### src/rtl/core/hsrs_pkg.sv
// Package for the hash slot range splitter: table size, derived widths,
// status and action codes, request and response payload types and the sequencer states.
// No dependencies.
package hsrs_pkg;

   localparam int SLOTS  = 64;
   localparam int SLOT_W = $clog2(SLOTS);
   localparam int CNT_W  = $clog2(SLOTS + 1);

   localparam logic ACT_ADD    = 1'b0;
   localparam logic ACT_LOOKUP = 1'b1;

   localparam logic [1:0] STATUS_OK    = 2'd0;
   localparam logic [1:0] STATUS_FULL  = 2'd1;
   localparam logic [1:0] STATUS_EMPTY = 2'd2;

   typedef struct packed {
      logic        action;
      logic [5:0]  slot;
      logic [15:0] node_port;
   } req_type;

   typedef struct packed {
      logic [1:0]  status;
      logic [5:0]  node_id;
      logic [6:0]  range_start;
      logic [6:0]  range_end;
      logic [15:0] port_out;
   } rsp_type;

   typedef enum logic [7:0] {
      ST_IDLE   = 8'b0000_0001,
      ST_WALK_A = 8'b0000_0010,
      ST_WALK_B = 8'b0000_0100,
      ST_SPLIT  = 8'b0000_1000,
      ST_FILL   = 8'b0001_0000,
      ST_LK_A   = 8'b0010_0000,
      ST_LK_B   = 8'b0100_0000,
      ST_DONE   = 8'b1000_0000
   } state_type;

endpackage

### src/rtl/core/hash_slot_range_splitter_unit.sv
// Top level of the hash slot range splitter: sequencer, slot owner table,
// node end and node tag tables, and the response register.
// Depends on hsrs_pkg and hsrs_ram.
//
// Usage: requests arrive on the req_ channel (valid/stall) as one req_type
// transfer; each produces exactly one rsp_type transfer on the rsp_ channel.
// The block works on one request at a time and holds req_stall high from the
// accepting edge until the result has been moved into the response register.
// A lookup reads the slot owner, then the node end and tag, stages the result
// and moves it into the response register; the next request can be taken once
// the sequencer is back in idle. An add walks the ranges in the WALK_A and
// WALK_B states to find the widest, computes the split point, and writes the
// owner of each slot that the new node takes before it writes the node end and
// tag; the first add skips the walk and gives the new node all SLOTS slots. A
// full table or an empty lookup goes straight to the done state.
// Reset clears the node count, the sequencer and the response valid flag;
// the tables need no clearing pass; no entry is used before it is written.
// While the receiver stalls, the response register holds its transfer; the next
// request is worked on and waits in its final state until the register is free.
module hash_slot_range_splitter_unit (
   input  logic             clock,
   input  logic             reset,
   input  logic             req_valid,
   output logic             req_stall,
   input  hsrs_pkg::req_type req_data,
   output logic             rsp_valid,
   input  logic             rsp_stall,
   output hsrs_pkg::rsp_type rsp_data
);

   localparam int SLOT_W = hsrs_pkg::SLOT_W;
   localparam int CNT_W  = hsrs_pkg::CNT_W;
   localparam logic [CNT_W-1:0] SLOTS_C = CNT_W'(hsrs_pkg::SLOTS);

   hsrs_pkg::state_type state_ff, state_in;
   hsrs_pkg::req_type   cur_ff, cur_in;
   hsrs_pkg::rsp_type   res_ff, res_in;
   hsrs_pkg::rsp_type   rsp_data_ff;
   logic                rsp_valid_ff;

   logic [CNT_W-1:0]  count_ff, count_in;
   logic [CNT_W-1:0]  pos_ff, pos_in;
   logic [CNT_W-1:0]  best_ff, best_in;
   logic [CNT_W-1:0]  bstart_ff, bstart_in;
   logic [CNT_W-1:0]  bend_ff, bend_in;
   logic [CNT_W-1:0]  mid_ff, mid_in;
   logic [CNT_W-1:0]  idx_ff, idx_in;
   logic [SLOT_W-1:0] id_ff, id_in;

   logic [SLOT_W-1:0] own_rd_addr, own_rd_data;
   logic              own_we;
   logic [SLOT_W-1:0] node_rd_addr;
   logic [CNT_W-1:0]  end_rd_data;
   logic [15:0]       tag_rd_data;
   logic              node_we;
   logic              own_bad;
   logic [SLOT_W-1:0] slot_sat;
   logic [CNT_W-1:0]  span;
   logic              rsp_free;

   hsrs_ram #(.WIDTH(SLOT_W), .DEPTH(hsrs_pkg::SLOTS)) u_owner_ram (
      .clock   (clock),
      .wr_en   (own_we),
      .wr_addr (idx_ff[SLOT_W-1:0]),
      .wr_data (id_ff),
      .rd_addr (own_rd_addr),
      .rd_data (own_rd_data)
   );

   hsrs_ram #(.WIDTH(CNT_W), .DEPTH(hsrs_pkg::SLOTS)) u_end_ram (
      .clock   (clock),
      .wr_en   (node_we),
      .wr_addr (id_ff),
      .wr_data (mid_ff),
      .rd_addr (node_rd_addr),
      .rd_data (end_rd_data)
   );

   hsrs_ram #(.WIDTH(16), .DEPTH(hsrs_pkg::SLOTS)) u_tag_ram (
      .clock   (clock),
      .wr_en   (node_we),
      .wr_addr (id_ff),
      .wr_data (cur_ff.node_port),
      .rd_addr (node_rd_addr),
      .rd_data (tag_rd_data)
   );

   assign own_bad      = (CNT_W'(own_rd_data) >= SLOTS_C);
   assign node_rd_addr = own_bad ? '0 : own_rd_data;
   assign slot_sat     = (32'(req_data.slot) >= hsrs_pkg::SLOTS) ?
                         SLOT_W'(hsrs_pkg::SLOTS - 1) : SLOT_W'(req_data.slot);
   assign span         = end_rd_data - pos_ff;
   assign rsp_free     = !rsp_valid_ff || !rsp_stall;

   always_comb begin
      state_in    = state_ff;
      cur_in      = cur_ff;
      res_in      = res_ff;
      count_in    = count_ff;
      pos_in      = pos_ff;
      best_in     = best_ff;
      bstart_in   = bstart_ff;
      bend_in     = bend_ff;
      mid_in      = mid_ff;
      idx_in      = idx_ff;
      id_in       = id_ff;
      own_rd_addr = '0;
      own_we      = 1'b0;
      node_we     = 1'b0;

      case (state_ff)
         hsrs_pkg::ST_IDLE: begin
            if (req_data.action == hsrs_pkg::ACT_LOOKUP) begin
               own_rd_addr = slot_sat;
            end
            if (req_valid) begin
               cur_in = req_data;
               id_in  = count_ff[SLOT_W-1:0];
               if (req_data.action == hsrs_pkg::ACT_ADD) begin
                  if (count_ff >= SLOTS_C) begin
                     res_in = '{status: hsrs_pkg::STATUS_FULL, default: '0};
                     state_in = hsrs_pkg::ST_DONE;
                  end else if (count_ff == '0) begin
                     bstart_in = '0;
                     mid_in    = SLOTS_C;
                     idx_in    = '0;
                     state_in  = hsrs_pkg::ST_FILL;
                  end else begin
                     pos_in    = '0;
                     best_in   = '0;
                     bstart_in = '0;
                     bend_in   = '0;
                     state_in  = hsrs_pkg::ST_WALK_A;
                  end
               end else if (count_ff == '0) begin
                  res_in = '{status: hsrs_pkg::STATUS_EMPTY, default: '0};
                  state_in = hsrs_pkg::ST_DONE;
               end else begin
                  state_in = hsrs_pkg::ST_LK_A;
               end
            end
         end
         hsrs_pkg::ST_WALK_A: begin
            state_in = own_bad ? hsrs_pkg::ST_SPLIT : hsrs_pkg::ST_WALK_B;
         end
         hsrs_pkg::ST_WALK_B: begin
            own_rd_addr = end_rd_data[SLOT_W-1:0];
            if (end_rd_data <= pos_ff || end_rd_data > SLOTS_C) begin
               state_in = hsrs_pkg::ST_SPLIT;
            end else begin
               if (span > best_ff) begin
                  best_in   = span;
                  bstart_in = pos_ff;
                  bend_in   = end_rd_data;
               end
               pos_in   = end_rd_data;
               state_in = (end_rd_data >= SLOTS_C) ? hsrs_pkg::ST_SPLIT
                                                   : hsrs_pkg::ST_WALK_A;
            end
         end
         hsrs_pkg::ST_SPLIT: begin
            mid_in   = bstart_ff + ((bend_ff - bstart_ff) >> 1);
            idx_in   = bstart_ff;
            state_in = hsrs_pkg::ST_FILL;
         end
         hsrs_pkg::ST_FILL: begin
            if (idx_ff < mid_ff) begin
               own_we = 1'b1;
               idx_in = idx_ff + CNT_W'(1);
            end else begin
               node_we  = 1'b1;
               count_in = count_ff + CNT_W'(1);
               res_in.status      = hsrs_pkg::STATUS_OK;
               res_in.node_id     = 6'(id_ff);
               res_in.range_start = 7'(bstart_ff);
               res_in.range_end   = 7'(mid_ff);
               res_in.port_out    = cur_ff.node_port;
               state_in = hsrs_pkg::ST_DONE;
            end
         end
         hsrs_pkg::ST_LK_A: begin
            id_in    = node_rd_addr;
            state_in = hsrs_pkg::ST_LK_B;
         end
         hsrs_pkg::ST_LK_B: begin
            res_in.status      = hsrs_pkg::STATUS_OK;
            res_in.node_id     = 6'(id_ff);
            res_in.range_start = '0;
            res_in.range_end   = 7'(end_rd_data);
            res_in.port_out    = tag_rd_data;
            state_in = hsrs_pkg::ST_DONE;
         end
         hsrs_pkg::ST_DONE: begin
            if (rsp_free) begin
               state_in = hsrs_pkg::ST_IDLE;
            end
         end
         default: begin
            state_in = hsrs_pkg::ST_IDLE;
         end
      endcase
   end

   always_ff @(posedge clock) begin
      if (reset) begin
         state_ff     <= hsrs_pkg::ST_IDLE;
         count_ff     <= '0;
         rsp_valid_ff <= 1'b0;
      end else begin
         state_ff <= state_in;
         count_ff <= count_in;
         if (state_ff == hsrs_pkg::ST_DONE && rsp_free) begin
            rsp_valid_ff <= 1'b1;
         end else if (!rsp_stall) begin
            rsp_valid_ff <= 1'b0;
         end
      end
   end

   always_ff @(posedge clock) begin
      cur_ff    <= cur_in;
      res_ff    <= res_in;
      pos_ff    <= pos_in;
      best_ff   <= best_in;
      bstart_ff <= bstart_in;
      bend_ff   <= bend_in;
      mid_ff    <= mid_in;
      idx_ff    <= idx_in;
      id_ff     <= id_in;
      if (state_ff == hsrs_pkg::ST_DONE && rsp_free) begin
         rsp_data_ff <= res_ff;
      end
   end

   assign req_stall = (state_ff != hsrs_pkg::ST_IDLE);
   assign rsp_valid = rsp_valid_ff;
   assign rsp_data  = rsp_data_ff;

   // The node count never passes the table size.
   assert property (@(posedge clock) disable iff (reset) count_ff <= SLOTS_C)
      else $error("node count exceeds table size");

   // An add on a full table leaves the node count unchanged.
   assert property (@(posedge clock) disable iff (reset)
      (req_valid && !req_stall && req_data.action == hsrs_pkg::ACT_ADD &&
       count_ff >= SLOTS_C) |=> $stable(count_ff))
      else $error("add on full table changed node count");

   // A new response only appears after the sequencer has finished an item.
   assert property (@(posedge clock) disable iff (reset)
      $rose(rsp_valid_ff) |-> $past(state_ff == hsrs_pkg::ST_DONE))
      else $error("response raised outside the done state");

   // Slot owner writes only happen in the fill state and inside the table.
   assert property (@(posedge clock) disable iff (reset)
      own_we |-> (state_ff == hsrs_pkg::ST_FILL && idx_ff < SLOTS_C))
      else $error("slot owner write outside the table");

endmodule

### src/rtl/core/hsrs_ram.sv
// Generic single-write, single-read RAM with a registered read port.
// No dependencies.
module hsrs_ram #(
   parameter int WIDTH = 8,
   parameter int DEPTH = 64
) (
   input  logic                     clock,
   input  logic                     wr_en,
   input  logic [$clog2(DEPTH)-1:0] wr_addr,
   input  logic [WIDTH-1:0]         wr_data,
   input  logic [$clog2(DEPTH)-1:0] rd_addr,
   output logic [WIDTH-1:0]         rd_data
);

   logic [WIDTH-1:0] mem [DEPTH];
   logic [WIDTH-1:0] rd_data_ff;

   always_ff @(posedge clock) begin
      if (wr_en) begin
         mem[wr_addr] <= wr_data;
      end
      rd_data_ff <= mem[rd_addr];
   end

   assign rd_data = rd_data_ff;

endmodule
### config.mk
export PLATFORM = sky130hd
export DESIGN_NAME = hash_slot_range_splitter_unit
export DESIGN_NICKNAME = d
export VERILOG_FILES = /design/src/rtl/core/hsrs_pkg.sv /design/src/rtl/core/hash_slot_range_splitter_unit.sv /design/src/rtl/core/hsrs_ram.sv
export SDC_FILE = /design/constraint.sdc
export NUM_CORES = 2
export LEC_CHECK = 0
export BUFFER_PORTS_ARGS = -buffer_cell sky130_fd_sc_hd__buf_2
export CORE_MARGIN = 10
export CORE_UTILIZATION = 45
export CTS_CLUSTER_DIAMETER = 120
export DETAILED_ROUTE_END_ITERATION = 10
export GPL_ROUTABILITY_DRIVEN = 0
export SETUP_SLACK_MARGIN = 0.4
export SLEW_MARGIN = 20
export SYNTH_ARGS = -nofsm -noshare
export SYNTH_HDL_FRONTEND = slang
export SYNTH_SLANG_ARGS = --single-unit
### constraint.sdc
create_clock -name clock -period 5.3 [get_ports clock]
set_clock_uncertainty 0.15 [all_clocks]
set_input_delay 1.59 -clock clock [delete_from_list [all_inputs] [get_ports clock]]
set_output_delay 1.59 -clock clock [all_outputs]
set_load 0.005 [all_outputs]
==> run metrics <==
H-tree Lvls 4; outcome finished, final reports clean; # nets final 4136; Gate Count Post-Synth 3843; layout cell share with drive strength beyond 1 25.31%; total track usage 19.93%; Core ar. 173800 µm²; DP HPWL 113.0 mm; asr flop ratio synth 0%; Routed Antenna Nets 0; TritonRoute pass-1 iters 6; critical path data arrival time 4.71 ns; P_int 32.01 mW; Critical Path Fanout Max 9; area grow syn2layout 13.70%; crit share post-route 83.11%; ranking of synthesized cells by area edfxtp_1, mux4_2, nand2_1; sequential power share 43.3%; CP startpoint kind register; Critical Path Sink Type register; global-route wire length before repair 278.7 mm; WS Path Type reg2reg; Initial Util 45.22%; Final Critical Period 4.405 ns; Fmax 227.0 MHz; Post-Synth Simple-Gate Area 4.336%; power density cells 512.0 nW/µm²; Setup Viol. Count Final 0; die area 191800 µm²; Crit path max-delay family simple AND/OR/NAND/NOR gates; final slew viol count 0; Site Rows 153; Clk pwr share 30.2%; top cells by count, synth edfxtp_1, mux4_2, nand2_1; CP Cell Sequence ha_1, a21o_1, a21oi_1, o2111ai_1, a21oi_1, and2_1, nand3_1, nor2_1; 1st-iter DRT viols 4437; Clock transition at path regs 0.06 ns; Die X 438.0 µm; IO Count 67; CTS tree done; Fillers 13800; footprint of the multi-input gates 17240 µm²; Synth area leader edfxtp_1; clock root buffer master clkbuf_16; XOR/XNOR share of the synthesized area 0.2786%; sequential fraction of the synthesis area 77.40%; clk buf depth 3; post-cts gate resize count 0; setup tns final 0 ns; leakage power total 28.37 nW; slowest stage cell, crit path nand3_1; RSZ-0062 raised after global routing no; WL/cell 29.45 µm; Slowest Stage Delay on Critical Path 0.79 ns; Unique masters post-synth 60; CTS Buf Count 203; DRC 0; clk_lat worst skew 0.83 ns; number of vias per cell 5.889; Logic pwr share 26.5%; IR drop worst, VDD 0.3713 mV; Post-Synth Adder-Cell Area 0.6176%; IO Port Bufs 66; mux share of post-synthesis cell area 14.38%; Hold Crit Class reg2reg; CP required 5.61 ns; largest net degree at the start of global routing 101; Post-synth EDFFs 1996; via count 38720; DP Worst Slack 0.7468 ns; Synth Cell Area 78610 µm²; Num Clock Sinks 2041; initial antenna violation count 10; Sequential Area 60860 µm²; most used flip-flop cell after synthesis edfxtp_1; most numerous cell in the Yosys netlist edfxtp_1; die height 438.0 µm; Net Sw Frac 30.05%; Max-Slew Margin vs Limit 24.16%; Buffers & Inverters on Critical Path 0; hold-fix buffer count after cts 0; vias in the first global route 38830; PnR worst setup slack 0.8952 ns; final WL 193.7 mm; Yosys Warn Count 0; CP most frequent cell a21oi_1; complex-gate fraction of the synthesized area 1.760%; Avg Inst Size Synth 20.45 µm²; Synthesized Nets 3907; switching pwr 13.75 mW; GRT overflow 0; Fin. Hold Viols 0; largest family of logic cells by synthesized area multiplexers; top-area cell type share of the netlist area 76.25%; postcts setup bufs 0; max-cap viol count 0; flops & latches, synth 2041; Least-Margin Pin Slew 1.138 ns
==> per-stage QoR <==
stage          power [mW]  std cells  hold WS [ns]  cell area, µm²  utilization [%]
2_1_floorplan       27.66       3843        0.2503           78610                -
3_3_place_gp        32.34       6185        0.2518           82880            47.68
3_5_place_dp        32.41       6189        0.2545           82940            47.72
4_1_cts             46.17       6569        0.2614           89320            51.39
5_1_grt             47.48       6572        0.2656           89370            51.41
6_report            45.76       6575        0.2682           89370            51.42
==> final cells by class <==
type,instances,area share [%]
Sequential cell,2041,68.09
Multi-Input combinational cell,1559,19.29
Clock buffer,267,6.020
Tap cell,2325,3.255
Timing Repair Buffer,223,2.027
Clock inverter,113,1.120
Inverter,44,0.1848
Antenna cell,3,0.008400
==> state kept, by name (all words and copies together), names as in the netlist <==
register / count
count_ff: 7
u_end_ram.rd_data: 7
best_ff: 7
cur_ff: 16
rsp_data: 38
mid_ff: 7
u_tag_ram.mem: 1024
u_owner_ram.mem: 384
idx_ff: 7
id_ff: 6
bend_ff: 7
res_ff: 38
pos_ff: 7
bstart_ff: 7
state_ff: 8
u_end_ram.mem: 448
u_tag_ram.rd_data: 16
u_owner_ram.rd_data: 6
rsp_valid: 1
==> kinds of logic after synthesis <==
| kind of cell | Yosys count |
|---|---|
| XOR/XNOR | 25 |
| adder cells (fa/ha/maj) | 37 |
| AO/OA/AOI/OAI | 196 |
| buffers and inverters | 243 |
| multiplexers | 525 |
| AND/OR/NAND/NOR | 776 |
| flip-flops | 2041 |
==> routing by layer <==
metal	global-route usage (%)	vias to the layer above	wire length (µm)
met2	31.51	1520	92520
li1	-	16200	-
met1	28.45	20680	81740
met3	3.634	312	13790
met4	5.896	8	5543
met5	0	-	63
==> power by group through the flow <==
stage / registers (mW) / logic [mW] / clock network [mW]
2_1_floorplan: 19.9 / 7.79 / 0
3_3_place_gp: 20.2 / 12.1 / 0
3_5_place_dp: 20.2 / 12.2 / 0
4_1_cts: 19.8 / 12.3 / 14.1
5_1_grt: 19.9 / 12.9 / 14.7
6_report: 19.8 / 12.1 / 13.8
==> worst paths after layout <==
path                   startpoint                          endpoint  slack (ns)  depth (start not counted)
max           idx_ff[1]$_DFFE_PP_  u_owner_ram.mem[33][1]$_DFFE_PP_        0.90                          8
min          res_ff[27]$_DFFE_PP_            rsp_data[27]$_DFFE_PP_        0.27                          0
max reg2reg   idx_ff[1]$_DFFE_PP_  u_owner_ram.mem[33][1]$_DFFE_PP_        0.90                          8
min reg2reg  res_ff[27]$_DFFE_PP_            rsp_data[27]$_DFFE_PP_        0.27                          0
==> cell usage in the layout, fill, tap and decap left out, types with 11 or more instances in the layout <==
cell	netlist	layout
nor3_1	13	12
buf_2	24	66
ha_1	34	34
nor2_2	0	16
dfxtp_1	45	39
and2_1	14	14
nand3_1	84	84
mux2i_1	35	35
buf_4	6	130
xnor2_1	14	14
o22ai_1	13	12
bufinv_16	0	11
clkinv_1	0	46
clkbuf_1	114	58
a32oi_1	38	38
edfxtp_1	1996	1996
buf_12	0	20
a22o_1	17	17
o21ai_0	26	25
clkbuf_16	0	203
and3_1	15	15
mux4_2	483	483
xor2_1	11	11
a21oi_1	18	16
clkinv_2	0	35
nand4_1	36	36
a31oi_1	42	42
nor2b_1	12	12
inv_1	44	44
nor2_1	203	139
nor2_4	0	48
nand2_1	357	357
Note: power is estimated with default switching activity, not from simulation.
